<file path="config.mk">
export PLATFORM = sky130hd
export DESIGN_NAME = first_fit_heap_allocator_unit
export DESIGN_NICKNAME = d
export VERILOG_FILES = /design/src/rtl/ffha_pkg.sv /design/src/rtl/first_fit_heap_allocator_unit.sv /design/src/rtl/ffha_ctrl.sv /design/src/rtl/ffha_datapath.sv
export SDC_FILE = /design/constraint.sdc
export NUM_CORES = 2
export LEC_CHECK = 0
export BUFFER_PORTS_ARGS = -buffer_cell sky130_fd_sc_hd__buf_2
export CAP_MARGIN = 10
export CORE_MARGIN = 2
export CORE_UTILIZATION = 55
export DETAILED_ROUTE_END_ITERATION = 8
export PLACE_DENSITY = 0.71
export SYNTH_ARGS = -nofsm -noshare
export SYNTH_HDL_FRONTEND = slang
export SYNTH_SLANG_ARGS = --single-unit
</file>
<file path="constraint.sdc">
create_clock -name clk -period 16.5 [get_ports clk]
set_input_delay 0.825 -clock clk [delete_from_list [all_inputs] [get_ports clk]]
set_output_delay 0.825 -clock clk [all_outputs]
set_load 0.03 [all_outputs]
</file>
<file path="src/rtl/ffha_pkg.sv">
// ============================================================================
// ffha_pkg
// Shared constants, datapath opcodes and status type for the first-fit heap
// allocator.
// ============================================================================
package ffha_pkg;

    localparam int ARENA_BYTES_DEF   = 4096;
    localparam int GRANULE_BYTES_DEF = 16;

    // fixed port widths
    localparam int ADDR_W = 12;
    localparam int SIZE_W = 16;
    localparam int OFFS_W = 12;

    // controller -> datapath command
    typedef logic [3:0] dp_op_t;

    localparam dp_op_t OP_NONE     = 4'd0;
    localparam dp_op_t OP_ACCEPT   = 4'd1;
    localparam dp_op_t OP_A_START  = 4'd2;
    localparam dp_op_t OP_A_EVAL   = 4'd3;
    localparam dp_op_t OP_A_WRHDR  = 4'd4;
    localparam dp_op_t OP_F_READ   = 4'd5;
    localparam dp_op_t OP_F_MARK   = 4'd6;
    localparam dp_op_t OP_M_START  = 4'd7;
    localparam dp_op_t OP_M_LOAD   = 4'd8;
    localparam dp_op_t OP_M_EVAL   = 4'd9;
    localparam dp_op_t OP_OUT_LOAD = 4'd10;

    // datapath -> controller status
    typedef struct packed {
        logic fit;       // current header is free and large enough
        logic at_end;    // walk has no further block
        logic off_zero;  // free request with null offset
        logic g_ok;      // freed granule maps to a header inside the arena
    } dp_stat_t;

endpackage

</file>
<file path="src/rtl/first_fit_heap_allocator_unit.sv">
// ============================================================================
// first_fit_heap_allocator_unit
// First-fit allocator over an arena kept as an implicit list of block headers.
// One word in gives one word out. Allocate walks the headers from the start,
// one header per cycle out of the header memory, and takes the first free
// block that fits, splitting off the rest when two or more granules are left.
// Free marks the block, then one merge pass walks the whole list, again one
// header per cycle, joining adjacent free blocks. Every block holds at least
// one payload granule, so the list holds at most half as many blocks as there
// are granules (128 at the default size). The header memory's single read
// port sets the pace of both walks. A finished result waits in an output
// register, so the next word is accepted while it is still pending. Freed
// offsets are only range-checked: one outside the arena skips the mark but
// still runs the merge pass; freeing offset 0 does nothing.
// ============================================================================
module first_fit_heap_allocator_unit
#(
    parameter int ARENA_BYTES   = ffha_pkg::ARENA_BYTES_DEF,
    parameter int GRANULE_BYTES = ffha_pkg::GRANULE_BYTES_DEF
)
(
    input  logic                        clk,
    input  logic                        rst_n,
    input  logic                        in_valid,
    output logic                        in_ready,
    input  logic                        action,
    input  logic [ffha_pkg::SIZE_W-1:0] request_size,
    input  logic [ffha_pkg::OFFS_W-1:0] payload_offset,
    output logic                        out_valid,
    input  logic                        out_ready,
    output logic [ffha_pkg::ADDR_W-1:0] address,
    output logic                        granted
);

    ffha_pkg::dp_op_t   op;
    ffha_pkg::dp_stat_t stat;

    ffha_ctrl u_ctrl
    (
        .clk       (clk),
        .rst_n     (rst_n),
        .in_valid  (in_valid),
        .in_ready  (in_ready),
        .action    (action),
        .out_valid (out_valid),
        .out_ready (out_ready),
        .stat      (stat),
        .op        (op)
    );

    ffha_datapath
    #(
        .ARENA_BYTES   (ARENA_BYTES),
        .GRANULE_BYTES (GRANULE_BYTES)
    )
    u_datapath
    (
        .clk            (clk),
        .rst_n          (rst_n),
        .op             (op),
        .action         (action),
        .request_size   (request_size),
        .payload_offset (payload_offset),
        .stat           (stat),
        .address        (address),
        .granted        (granted)
    );

endmodule

</file>
<file path="src/rtl/ffha_ctrl.sv">
// ============================================================================
// ffha_ctrl
// Sequencer for the allocator: accepts a word, steps the datapath through the
// first-fit walk or the mark-and-merge pass, and owns the output valid.
// ============================================================================
module ffha_ctrl
(
    input  logic               clk,
    input  logic               rst_n,
    input  logic               in_valid,
    output logic               in_ready,
    input  logic               action,
    output logic               out_valid,
    input  logic               out_ready,
    input  ffha_pkg::dp_stat_t stat,
    output ffha_pkg::dp_op_t   op
);

    localparam logic [3:0] ST_IDLE    = 4'd0;
    localparam logic [3:0] ST_A_START = 4'd1;
    localparam logic [3:0] ST_A_EVAL  = 4'd2;
    localparam logic [3:0] ST_A_WRHDR = 4'd3;
    localparam logic [3:0] ST_F_CHK   = 4'd4;
    localparam logic [3:0] ST_F_MARK  = 4'd5;
    localparam logic [3:0] ST_M_START = 4'd6;
    localparam logic [3:0] ST_M_LOAD  = 4'd7;
    localparam logic [3:0] ST_M_EVAL  = 4'd8;
    localparam logic [3:0] ST_FIN     = 4'd9;

    logic [3:0] state_reg;
    logic [3:0] state_next;
    logic       out_valid_reg;
    logic       out_valid_next;

    always_comb
    begin
        state_next     = state_reg;
        op             = ffha_pkg::OP_NONE;
        out_valid_next = out_valid_reg && !out_ready;
        case (state_reg)
            ST_IDLE:
            begin
                if (in_valid)
                begin
                    op         = ffha_pkg::OP_ACCEPT;
                    state_next = action ? ST_F_CHK : ST_A_START;
                end
            end
            ST_A_START:
            begin
                op         = ffha_pkg::OP_A_START;
                state_next = ST_A_EVAL;
            end
            ST_A_EVAL:
            begin
                op = ffha_pkg::OP_A_EVAL;
                if (stat.fit)
                begin
                    state_next = ST_A_WRHDR;
                end
                else if (stat.at_end)
                begin
                    state_next = ST_FIN;
                end
            end
            ST_A_WRHDR:
            begin
                op         = ffha_pkg::OP_A_WRHDR;
                state_next = ST_FIN;
            end
            ST_F_CHK:
            begin
                if (stat.off_zero)
                begin
                    state_next = ST_FIN;
                end
                else if (stat.g_ok)
                begin
                    op         = ffha_pkg::OP_F_READ;
                    state_next = ST_F_MARK;
                end
                else
                begin
                    state_next = ST_M_START;
                end
            end
            ST_F_MARK:
            begin
                op         = ffha_pkg::OP_F_MARK;
                state_next = ST_M_START;
            end
            ST_M_START:
            begin
                op         = ffha_pkg::OP_M_START;
                state_next = ST_M_LOAD;
            end
            ST_M_LOAD:
            begin
                op         = ffha_pkg::OP_M_LOAD;
                state_next = stat.at_end ? ST_FIN : ST_M_EVAL;
            end
            ST_M_EVAL:
            begin
                op = ffha_pkg::OP_M_EVAL;
                if (stat.at_end)
                begin
                    state_next = ST_FIN;
                end
            end
            ST_FIN:
            begin
                // result register free (or emptying now): load and go idle
                if (!out_valid_reg || out_ready)
                begin
                    op             = ffha_pkg::OP_OUT_LOAD;
                    out_valid_next = 1'b1;
                    state_next     = ST_IDLE;
                end
            end
            default:
            begin
                state_next = ST_IDLE;
            end
        endcase
    end

    always_ff @(posedge clk or negedge rst_n)
    begin
        if (!rst_n)
        begin
            state_reg     <= ST_IDLE;
            out_valid_reg <= 1'b0;
        end
        else
        begin
            state_reg     <= state_next;
            out_valid_reg <= out_valid_next;
        end
    end

    assign in_ready  = (state_reg == ST_IDLE);
    assign out_valid = out_valid_reg;

    a_accept_leaves_idle: assert property (@(posedge clk) disable iff (!rst_n)
        in_valid && in_ready |=> state_reg != ST_IDLE)
        else $error("accepted word did not start work");

    a_fin_delivers: assert property (@(posedge clk) disable iff (!rst_n)
        state_reg == ST_FIN && (!out_valid_reg || out_ready)
        |=> state_reg == ST_IDLE && out_valid_reg)
        else $error("finished result not loaded into output register");

endmodule

</file>
<file path="src/rtl/ffha_datapath.sv">
// ============================================================================
// ffha_datapath
// Header memory, walk registers, size-to-granule conversion and result
// registers. Every action is selected by the opcode from the sequencer.
// ============================================================================
module ffha_datapath
#(
    parameter int ARENA_BYTES   = ffha_pkg::ARENA_BYTES_DEF,
    parameter int GRANULE_BYTES = ffha_pkg::GRANULE_BYTES_DEF
)
(
    input  logic                          clk,
    input  logic                          rst_n,
    input  ffha_pkg::dp_op_t              op,
    input  logic                          action,
    input  logic [ffha_pkg::SIZE_W-1:0]   request_size,
    input  logic [ffha_pkg::OFFS_W-1:0]   payload_offset,
    output ffha_pkg::dp_stat_t            stat,
    output logic [ffha_pkg::ADDR_W-1:0]   address,
    output logic                          granted
);

    localparam int NGRAN    = ARENA_BYTES / GRANULE_BYTES;
    localparam int IDX_W    = $clog2(NGRAN);
    localparam int HDR_W    = IDX_W + 1;
    localparam int SUM_W    = IDX_W + 1;
    localparam int GRAN_LG  = $clog2(GRANULE_BYTES);
    localparam int DIV_IN_W = ffha_pkg::SIZE_W + 1;
    localparam int NEED_MAX = ((1 << ffha_pkg::SIZE_W) - 1 + GRANULE_BYTES - 1)
                              / GRANULE_BYTES;
    localparam int NEED_W   = $clog2(NEED_MAX + 1);
    localparam int CMP_W    = ((NEED_W > SUM_W) ? NEED_W : SUM_W) + 2;
    // reciprocal multiply: exact floor division for any dividend below 2^DIV_IN_W
    localparam int RCP_S    = DIV_IN_W + GRAN_LG;
    localparam int RCP_W    = RCP_S - GRAN_LG + 2;
    localparam int PROD_W   = DIV_IN_W + RCP_W;
    localparam logic [RCP_W-1:0] RCP_M =
        RCP_W'(((1 << RCP_S) + GRANULE_BYTES - 1) / GRANULE_BYTES);
    localparam int AP_W     = SUM_W + GRAN_LG + ffha_pkg::ADDR_W;
    localparam logic [HDR_W-1:0] HDR_RST = {IDX_W'(NGRAN - 1), 1'b1};

    // header memory
    logic [HDR_W-1:0] hdr_mem [NGRAN];
    logic [HDR_W-1:0] rd_reg;
    logic             rd_rst_reg;
    logic             e0_wr_reg;
    logic             wr_en;
    logic [IDX_W-1:0] wr_addr;
    logic [HDR_W-1:0] wr_data;
    logic             rd_en;
    logic [IDX_W-1:0] rd_addr;

    // walk and request registers
    logic [NEED_W-1:0]          q_reg;
    logic                       off_zero_reg;
    logic [IDX_W-1:0]           cur_reg;
    logic [IDX_W-1:0]           nxt_reg;
    logic [IDX_W-1:0]           hi_sz_reg;
    logic                       hi_fr_reg;
    logic [IDX_W-1:0]           keep_sz_reg;
    logic [ffha_pkg::ADDR_W-1:0] res_addr_reg;
    logic                       res_ok_reg;
    logic [ffha_pkg::ADDR_W-1:0] out_addr_reg;
    logic                       out_ok_reg;

    // combinational
    logic [ffha_pkg::SIZE_W-1:0] bytes;
    logic [DIV_IN_W-1:0]         div_in;
    logic [PROD_W-1:0]           div_prod;
    logic [NEED_W-1:0]           div_q;
    logic [HDR_W-1:0]            hdr;
    logic [IDX_W-1:0]            hdr_sz;
    logic                        hdr_fr;
    logic [CMP_W-1:0]            need_ext;
    logic [CMP_W-1:0]            sz_ext;
    logic                        fit;
    logic                        split;
    logic [CMP_W-1:0]            split_idx;
    logic [CMP_W-1:0]            split_sz;
    logic [SUM_W-1:0]            a_sum;
    logic                        a_end;
    logic                        merge;
    logic [IDX_W-1:0]            m_new_sz;
    logic [SUM_W-1:0]            m_merge_sum;
    logic [SUM_W-1:0]            m_step_sum;
    logic                        m_merge_end;
    logic                        m_step_end;
    logic [NEED_W-1:0]           q_m1;
    logic [IDX_W-1:0]            g_idx;
    logic [AP_W-1:0]             addr_prod;

    // bytes -> granules (rounded up) for allocate, offset -> granule for free
    assign bytes    = (request_size == '0) ? ffha_pkg::SIZE_W'(1) : request_size;
    assign div_in   = action ? DIV_IN_W'(payload_offset)
                             : DIV_IN_W'(bytes) + DIV_IN_W'(GRANULE_BYTES - 1);
    assign div_prod = PROD_W'(div_in) * PROD_W'(RCP_M);
    assign div_q    = div_prod[RCP_S +: NEED_W];

    // entry 0 reads as the initial free block until first written
    assign hdr    = rd_rst_reg ? HDR_RST : rd_reg;
    assign hdr_sz = hdr[HDR_W-1:1];
    assign hdr_fr = hdr[0];

    assign need_ext  = CMP_W'(q_reg);
    assign sz_ext    = CMP_W'(hdr_sz);
    assign fit       = hdr_fr && (sz_ext >= need_ext);
    assign split     = (sz_ext >= need_ext + CMP_W'(2));
    assign split_idx = CMP_W'(cur_reg) + need_ext + CMP_W'(1);
    assign split_sz  = sz_ext - need_ext - CMP_W'(1);

    assign a_sum = SUM_W'(cur_reg) + SUM_W'(hdr_sz) + SUM_W'(1);
    assign a_end = (a_sum >= SUM_W'(NGRAN));

    assign merge       = hi_fr_reg && hdr_fr;
    assign m_new_sz    = IDX_W'(SUM_W'(hi_sz_reg) + SUM_W'(hdr_sz) + SUM_W'(1));
    assign m_merge_sum = SUM_W'(cur_reg) + SUM_W'(m_new_sz) + SUM_W'(1);
    assign m_step_sum  = SUM_W'(nxt_reg) + SUM_W'(hdr_sz) + SUM_W'(1);
    assign m_merge_end = (m_merge_sum >= SUM_W'(NGRAN));
    assign m_step_end  = (m_step_sum >= SUM_W'(NGRAN));

    assign q_m1  = q_reg - NEED_W'(1);
    assign g_idx = IDX_W'(q_m1);

    assign addr_prod = (AP_W'(cur_reg) + AP_W'(1)) * AP_W'(GRANULE_BYTES);

    always_comb
    begin
        stat.fit      = fit;
        stat.off_zero = off_zero_reg;
        stat.g_ok     = (q_reg != '0) && (CMP_W'(q_reg) <= CMP_W'(NGRAN));
        case (op)
            ffha_pkg::OP_A_EVAL,
            ffha_pkg::OP_M_LOAD: stat.at_end = a_end;
            ffha_pkg::OP_M_EVAL: stat.at_end = merge ? m_merge_end : m_step_end;
            default:             stat.at_end = 1'b0;
        endcase
    end

    // memory port control
    always_comb
    begin
        wr_en   = 1'b0;
        wr_addr = cur_reg;
        wr_data = '0;
        rd_en   = 1'b0;
        rd_addr = '0;
        case (op)
            ffha_pkg::OP_A_START,
            ffha_pkg::OP_M_START:
            begin
                rd_en = 1'b1;
            end
            ffha_pkg::OP_A_EVAL:
            begin
                if (fit)
                begin
                    // remainder becomes a new free block
                    if (split)
                    begin
                        wr_en   = 1'b1;
                        wr_addr = IDX_W'(split_idx);
                        wr_data = {IDX_W'(split_sz), 1'b1};
                    end
                end
                else if (!a_end)
                begin
                    rd_en   = 1'b1;
                    rd_addr = IDX_W'(a_sum);
                end
            end
            ffha_pkg::OP_A_WRHDR:
            begin
                wr_en   = 1'b1;
                wr_data = {keep_sz_reg, 1'b0};
            end
            ffha_pkg::OP_F_READ:
            begin
                rd_en   = 1'b1;
                rd_addr = g_idx;
            end
            ffha_pkg::OP_F_MARK:
            begin
                wr_en   = 1'b1;
                wr_addr = g_idx;
                wr_data = {hdr_sz, 1'b1};
            end
            ffha_pkg::OP_M_LOAD:
            begin
                if (!a_end)
                begin
                    rd_en   = 1'b1;
                    rd_addr = IDX_W'(a_sum);
                end
            end
            ffha_pkg::OP_M_EVAL:
            begin
                if (merge)
                begin
                    wr_en   = 1'b1;
                    wr_data = {m_new_sz, 1'b1};
                    if (!m_merge_end)
                    begin
                        rd_en   = 1'b1;
                        rd_addr = IDX_W'(m_merge_sum);
                    end
                end
                else if (!m_step_end)
                begin
                    rd_en   = 1'b1;
                    rd_addr = IDX_W'(m_step_sum);
                end
            end
            default:
            begin
                wr_en = 1'b0;
            end
        endcase
    end

    always_ff @(posedge clk)
    begin
        if (wr_en)
        begin
            hdr_mem[wr_addr] <= wr_data;
        end
        if (rd_en)
        begin
            rd_reg <= hdr_mem[rd_addr];
        end
    end

    always_ff @(posedge clk or negedge rst_n)
    begin
        if (!rst_n)
        begin
            rd_rst_reg <= 1'b0;
            e0_wr_reg  <= 1'b0;
        end
        else
        begin
            if (rd_en)
            begin
                rd_rst_reg <= (rd_addr == '0) && !e0_wr_reg;
            end
            if (wr_en && (wr_addr == '0))
            begin
                e0_wr_reg <= 1'b1;
            end
        end
    end

    always_ff @(posedge clk)
    begin
        case (op)
            ffha_pkg::OP_ACCEPT:
            begin
                q_reg        <= div_q;
                off_zero_reg <= (payload_offset == '0);
                res_addr_reg <= '0;
                res_ok_reg   <= 1'b0;
            end
            ffha_pkg::OP_A_START,
            ffha_pkg::OP_M_START:
            begin
                cur_reg <= '0;
            end
            ffha_pkg::OP_A_EVAL:
            begin
                if (fit)
                begin
                    keep_sz_reg  <= split ? IDX_W'(q_reg) : hdr_sz;
                    res_addr_reg <= addr_prod[ffha_pkg::ADDR_W-1:0];
                    res_ok_reg   <= 1'b1;
                end
                else
                begin
                    cur_reg <= IDX_W'(a_sum);
                end
            end
            ffha_pkg::OP_M_LOAD:
            begin
                hi_sz_reg <= hdr_sz;
                hi_fr_reg <= hdr_fr;
                nxt_reg   <= IDX_W'(a_sum);
            end
            ffha_pkg::OP_M_EVAL:
            begin
                if (merge)
                begin
                    hi_sz_reg <= m_new_sz;
                    nxt_reg   <= IDX_W'(m_merge_sum);
                end
                else
                begin
                    cur_reg   <= nxt_reg;
                    hi_sz_reg <= hdr_sz;
                    hi_fr_reg <= hdr_fr;
                    nxt_reg   <= IDX_W'(m_step_sum);
                end
            end
            ffha_pkg::OP_OUT_LOAD:
            begin
                out_addr_reg <= res_addr_reg;
                out_ok_reg   <= res_ok_reg;
            end
            default:
            begin
                q_reg <= q_reg;
            end
        endcase
    end

    assign address = out_addr_reg;
    assign granted = out_ok_reg;

    a_merge_walk_advances: assert property (@(posedge clk) disable iff (!rst_n)
        op == ffha_pkg::OP_M_EVAL && !stat.at_end |=> nxt_reg > $past(nxt_reg))
        else $error("merge walk did not move forward");

    a_fit_grants: assert property (@(posedge clk) disable iff (!rst_n)
        op == ffha_pkg::OP_A_EVAL && fit |=> res_ok_reg)
        else $error("fitting block found but no grant recorded");

endmodule

</file>
### Word level (Yosys, flattened, before mapping)

Memory sizes are Yosys's and may differ from the RTL's. A register that Yosys moved wholly into a read port is not among the register bits.
Cells that the tools add are included.

| word-level totals | value |
|---|---|
| flip-flop bits (word level) | 80 |
| bits in writable memories | 2304 |
| bits of input ports | 33 |
| output and inout port bits | 15 |
| logic and storage cells | 151 |
| memories | 1 |

Memory list:

| name | depth | bits a word | rd ports | clocked after memory_dff | write ports | line | source |
|---|---|---|---|---|---|---|---|
| u_datapath.hdr_mem | 256 | 9 | 1 | 1 | 1 | ffha_datapath.sv:43 | `logic [HDR_W-1:0] hdr_mem [NGRAN];` |

| cells by class | value |
|---|---|
| $add $sub $neg | 16 |
| $lt $le $gt $ge | 6 |
| equality and inequality tests | 24 |
| muxes and demuxes | 60 |
| reduce and logical (&&, ||, !) cells | 28 |

Operator list:

| operator | number |
|---|---|
| $mux 8 | 12 |
| $pmux 4 s10 | 2 |
| $pmux 8 s2 | 3 |
| $mux 9 | 4 |
| $pmux 9 s4 | 1 |
| $eq 4x3->1 const B | 8 |
| $pmux 8 s4 | 1 |
| $mux 4 | 7 |
| $add 8x8->9 | 3 |
| $add 9x1->9 const B | 3 |
| $ge 9x9->1 const B | 3 |
| $add 8x1->8 const B | 3 |
| $mux 12 | 2 |
| $pmux 12 s2 | 1 |
| $pmux 8 s3 | 1 |
| $eq 4x4->1 const B | 5 |
| $add 16x4->17 const B | 1 |
| $mux 1 | 17 |
| $add 8x8->8 | 2 |
| $eq 4x2->1 const B | 4 |
| $logic_not 16->1 | 1 |
| $logic_not 8->1 | 2 |
| $mux 16 | 1 |
| $sub 8x1->8 const B | 2 |
| other kinds (25) | 45 |

### Depth between registers and ports, before layout

| depth | value |
|---|---|
| depth after elaboration | 11 |
| mapped depth | 30 |
| mapped depth without buffers | 23 |

### Modules after synthesis

A second synthesis with hierarchy kept.

| unflattened totals | value |
|---|---|
| cell total of the unflattened synthesis | 7565 |
| area total of the unflattened synthesis | 99377.8 sq um |

By module, submodules not included:

| module | times used | cells an instance | area an instance (sq um) | sequential area each (sq um) |
|---|---|---|---|---|
| ffha_datapath | 1 | 7505 | 98919.9 | 71458.5 |
| ffha_ctrl | 1 | 60 | 457.9 | 125.1 |

### Least setup slack after synthesis

Ideal clock, no wire load.

| timing | value |
|---|---|
| path kind | reg-to-reg |
| start point | reg u_datapath.rd_rst_reg |
| end point | mem u_datapath.hdr_mem[0][3] in the netlist's numbering (data pin) |
| setup time | 2.187 ns |
| arrival time | 12.767 ns |
| required time | 14.313 ns |
| setup slack | 1.546 ns |
| cell stages (with the launch flop) | 13 |
| buffers on the path | 1 |
| period minus slack after synthesis | 14.954 ns |
| path through | dfrtp_1 > clkbuf_1 > nor2_1 > inv_1 > ha_1 > nand2_1 > o211ai_1 > a21oi_1 > or4_1 > or2_2 > nor2_1 > nand2_1 > o21ai_0 |

| on the way | value |
|---|---|
| word-level cells in the longest chain between the ends | 6 |
| elaborated cells between the ends (all ways) | 13 |
| those cells by class | add/sub (4); order compare (2); mux (5); reduce/logical (2) |

Ends and longest elaborated chain:

| element | line | source |
|---|---|---|
| start, declared | ffha_datapath.sv:45 | `logic rd_rst_reg;` |
| start signal, assigned | ffha_datapath.sv:243 | `rd_rst_reg <= (rd_addr == '0) && !e0_wr_reg;` |
| $mux 9 * | ffha_datapath.sv:100 | `assign hdr = rd_rst_reg ? HDR_RST : rd_reg;` |
| $sub 8x8->8 | ffha_datapath.sv:109 | `assign split_sz = sz_ext - need_ext - CMP_W'(1);` |
| $sub 8x1->8 | ffha_datapath.sv:109 |  |
| $mux 9 | ffha_datapath.sv:158 | `if (split)` |
| $mux 9 | ffha_datapath.sv:155 | `if (fit)` |
| $pmux 9 s4 * | ffha_datapath.sv:147 | `case (op)` |
| via u_datapath.wr_data[3] | ffha_datapath.sv:49 | `logic [HDR_W-1:0] wr_data;` |
| end, declared | ffha_datapath.sv:43 |  |

The timed path passes the listed nets; every way through them passes the cells marked *.

### Worst setup path after layout

| timing | value |
|---|---|
| start point | reg u_datapath.rd_rst_reg |
| end point | reg u_datapath.rd_reg[1], read port of u_datapath.hdr_mem (data pin) |

| on the way | value |
|---|---|
| word-level cells in the longest chain between the ends | 9 |
| elaborated cells between the ends (all ways) | 27 |
| those cells by class | add/sub (8); order compare (4); mux (13); reduce/logical (2) |

Ends and longest elaborated chain:

| element | line | source |
|---|---|---|
| $mux 9 * | ffha_datapath.sv:100 |  |
| $add 8x8->8 | ffha_datapath.sv:115 | `assign m_new_sz = IDX_W'(SUM_W'(hi_sz_reg) + SUM_W'(hdr_sz) + SUM_W'(1));` |
| $add 8x1->8 | ffha_datapath.sv:115 |  |
| $add 8x8->9 | ffha_datapath.sv:116 | `assign m_merge_sum = SUM_W'(cur_reg) + SUM_W'(m_new_sz) + SUM_W'(1);` |
| $add 9x1->9 | ffha_datapath.sv:116 |  |
| $ge 9x9->1 | ffha_datapath.sv:118 | `assign m_merge_end = (m_merge_sum >= SUM_W'(NGRAN));` |
| $mux 8 or $mux 1 (tied branches) | ffha_datapath.sv:201 | `if (!m_merge_end)` |
| $mux 8 or $mux 1 (tied branches) | ffha_datapath.sv:197 | `if (merge)` |
| $pmux 8 s4 or $pmux 1 s4 (tied branches) | ffha_datapath.sv:147 |  |
| end, declared | ffha_datapath.sv:44 | `logic [HDR_W-1:0] rd_reg;` |

Every way passes the cells marked *; elsewhere a longest branch is shown, timed or not.
A chain may end at the register's enable or synchronous reset.

==> impl_metrics.ini <==
[drt]
drc = 0
wl_per_cell_um = 30.3
vias = 63400
drt_first_iter_violations = 10500
drtPass1Iterations = 9
drt-total-wl_um = 291000
drtAntennaViolNets = 0
avgViaCountPerCell = 6.60

[clock_network]
root_buffer = clkbuf_16
clk_latency_ps = 910
numCtsBuffers = 230
cts_tree = built
cts_max_level = 4
cts_sinks = 2385
path_clk_slew_ps = 60
clockBufferDepth = 3

[job]
drv_cap = 0

[sta]
skew_ps = 31.7
max_freq_mhz = 107
final.setup.worst_slack_ps = 7150
slew_headroom_pct = 12.5
period_minus_slack_ps = 9350
period_share_pct = 56.7
finalHoldViolCount = 0
setup_violations = 0
rsz0062_at_grt = false
slew_viol_final = 0
setup_tns_ps = 0
tightest_slew_ps = 1310

[critical_path]
crit_fanout = 147
critPathKind = flip-flop to flip-flop
start_kind = flip-flop
crit_path_end_kind = flip-flop
required_ps = 17140
arrival_ps = 9990

[floorplan]
core_area_um2 = 176000
die_area_um2 = 181000
fp.dieW_um = 426
die_y_um = 426
initial_core_util_pct = 55.5
num_rows = 154
num_io_pins = 48

[global_routing]
grt_overflow = 0
first_global_vias = 60300
antenna_found_initial = 15
grt_max_degree = 213
grt_pass1_wl_um = 418000
grt_use_total_pct = 31.8

[place]
dpl.hpwl_um = 165000
gp_congestion = 0.945
post-place-ws_ps = 7480
portBuffers = 43

[cells_and_area]
largest_reg_flops = 2304
drive_gt1_share_pct = 8.31
nets = 7162
area_growth_syn_to_layout_pct = 10.1

[pwr]
switching_share_pct = 43.3
seq_power_share_pct = 32.6
pwr-share-clk_pct = 23.6
p_leak_nw = 38.1
powerDensity_nw_per_um2 = 211
ir_drop_mv = 0.236
power_frac_comb_pct = 43.8
power.switching_mw = 9.82
p_int_mw = 12.9

[synth]
synth_cell_types = 86
synth_area_per_cell_um2 = 13.8
synth_area_um2 = 97900
ys_ff_latch = 2385
synth_edf_count = 2378
ys_seq_area_share_pct = 73.1
yosysWarningCount = 0
ys.flop_type = edfxtp_1
syn_inst = 7098
synthArstFlopShare_pct = 0.294

[min_path]
hold_class = primary input to flip-flop

[outcome]
status = finished, final reports clean
[logic make-up after synthesis]
group | count (synthesis) | synth area share [%]
fa+ha+maj | 65 | 0.876
mux | 379 | 4.49
xor+xnor | 56 | 0.501
other cells | 1 | 0.00383
simple gates | 2768 | 12.0
flops | 2385 | 73.1
compound gates | 955 | 6.39
buf+inv | 489 | 2.65
[critical path: stages (launching register included)]
cell	delay [ps]
dfrtp_1	470
nor2_1	430
inv_1	300
ha_1	350
a21o_1	160
a21o_1	190
a21oi_1	170
o21bai_1	110
a21o_1	190
a21oi_1	160
xnor2_1	230
inv_1	90
ha_1	350
o21ai_0	100
nand3b_1	210
a21oi_1	190
a211oi_4	920
buf_12	620
buf_4	730
buf_4	850
mux4_2	610
a2111oi_0	530
o21ai_0	180
nand3_1	130
o22ai_1	210
a41o_1	300
[cells in the mapped netlist (11+ instances only)]
cell / n / area (um2)
edfxtp_1: 2378 / 71400
nand2_1: 1578 / 5920
nand3_1: 552 / 2760
nor2_1: 372 / 1400
mux2i_1: 328 / 3280
a21oi_1: 321 / 1610
clkbuf_1: 160 / 601
buf_2: 132 / 661
o22ai_1: 116 / 726
o21ai_0: 91 / 455
a31oi_1: 89 / 557
nor4_1: 70 / 438
a32oi_1: 62 / 543
buf_4: 59 / 443
ha_1: 59 / 738
buf_1: 57 / 214
inv_1: 41 / 154
nand4_1: 41 / 257
nor3_1: 41 / 205
mux4_2: 36 / 811
xnor2_1: 35 / 307
and3_1: 33 / 206
buf_6: 29 / 327
a311oi_1: 27 / 236
a2111oi_0: 25 / 219
a21o_1: 23 / 173
xor2_1: 21 / 184
nor2b_1: 20 / 125
o211ai_1: 18 / 135
o221ai_1: 15 / 131
a211oi_1: 14 / 105
a221oi_1: 14 / 123
a221o_1: 11 / 110
a32o_1: 11 / 110
nand2b_1: 11 / 68.8
o21a_1: 11 / 82.6
or4_1: 11 / 82.6
[path summary, 6_finish.rpt]
check / cells after the start / from / slack (ps) / endpoint
worst max-delay path: 25 / u_datapath.rd_rst_reg / 7150 / u_datapath.rd_reg[1]
worst min-delay path: 3 / payload_offset[6] / 240 / u_datapath.q_reg[2]
worst max register to register: 25 / u_datapath.rd_rst_reg / 7150 / u_datapath.rd_reg[1]
worst min register to register: 0 / u_datapath.res_addr_reg[9] / 420 / u_datapath.address[9]
max in group asynchronous: 2 / rst_n / 15880 / u_datapath.e0_wr_reg
min in group asynchronous: 2 / rst_n / 370 / u_ctrl.state_reg[3]
[power by group through the flow]
stage	clock network (mW)	logic, mW	registers (mW)
after floorplan	0	5.73	7.74
after global placement	0	9.45	7.52
after detailed placement	0	9.56	7.53
after CTS	5.36	9.62	7.40
after global routing	5.59	10.3	7.41
final	5.36	9.94	7.41
[placed cells by master (no fill, tap or decap), types with 14 or more instances in the layout]
master,n
a311oi_1,27
mux4_2,36
xnor2_1,35
o221ai_1,14
clkbuf_1,40
bufinv_16,28
a32oi_1,62
nor2b_1,20
mux2i_1,328
nor2_1,361
o211ai_1,18
clkbuf_16,231
a211oi_1,14
o21ai_0,88
clkinv_1,72
nand2_1,1564
nor4_1,70
nand3_1,551
xor2_1,21
nand4_1,41
clkinv_2,37
a21oi_1,320
buf_4,123
a31oi_1,89
ha_1,59
edfxtp_1,2378
and3_1,33
o22ai_1,116
inv_1,41
a2111oi_0,25
a21o_1,22
nor3_1,41
buf_2,43
[what timing repair did]
action                     in CTS  in global routing
buffers inserted                0                  0
hold endpoints to repair        7                  0
gates resized for setup         0                  0
hold buffers                    1                  0
setup endpoints to repair       0                  0
[area by class of cell]
class	instances	area (um2)
antenna	11	27.5
clock buffer	271	5930
clock inverter	166	1740
fill	12900	68700
inverter	41	154
multi-input combinational	4227	24100
sequential	2385	71600
tap	2340	2930
timing repair buffer	179	1390
[metrics by stage]
step	cell area [um2]	std cells	power, mW	hold slack [ps]	utilization (%)
6_report	108000	9620	22.7	237	61.1
5_1_grt	108000	9610	23.3	237	61.1
4_1_cts	108000	9609	22.4	181	61.1
3_5_place_dp	100000	9171	17.1	405	56.7
3_3_place_gp	100000	9171	17.0	403	56.7
2_1_floorplan	97900	7101	13.5	400	-
[routing by layer]
layer | routed length (um) | track usage [%] | up-vias
met5 | 83 | 0 | -
met4 | 15500 | 15.5 | 14
met3 | 38200 | 7.86 | 853
met2 | 131000 | 47.9 | 4586
met1 | 106000 | 43.7 | 31400
li1 | - | - | 26600
No activity file was read; power rests on OpenSTA's default activity.
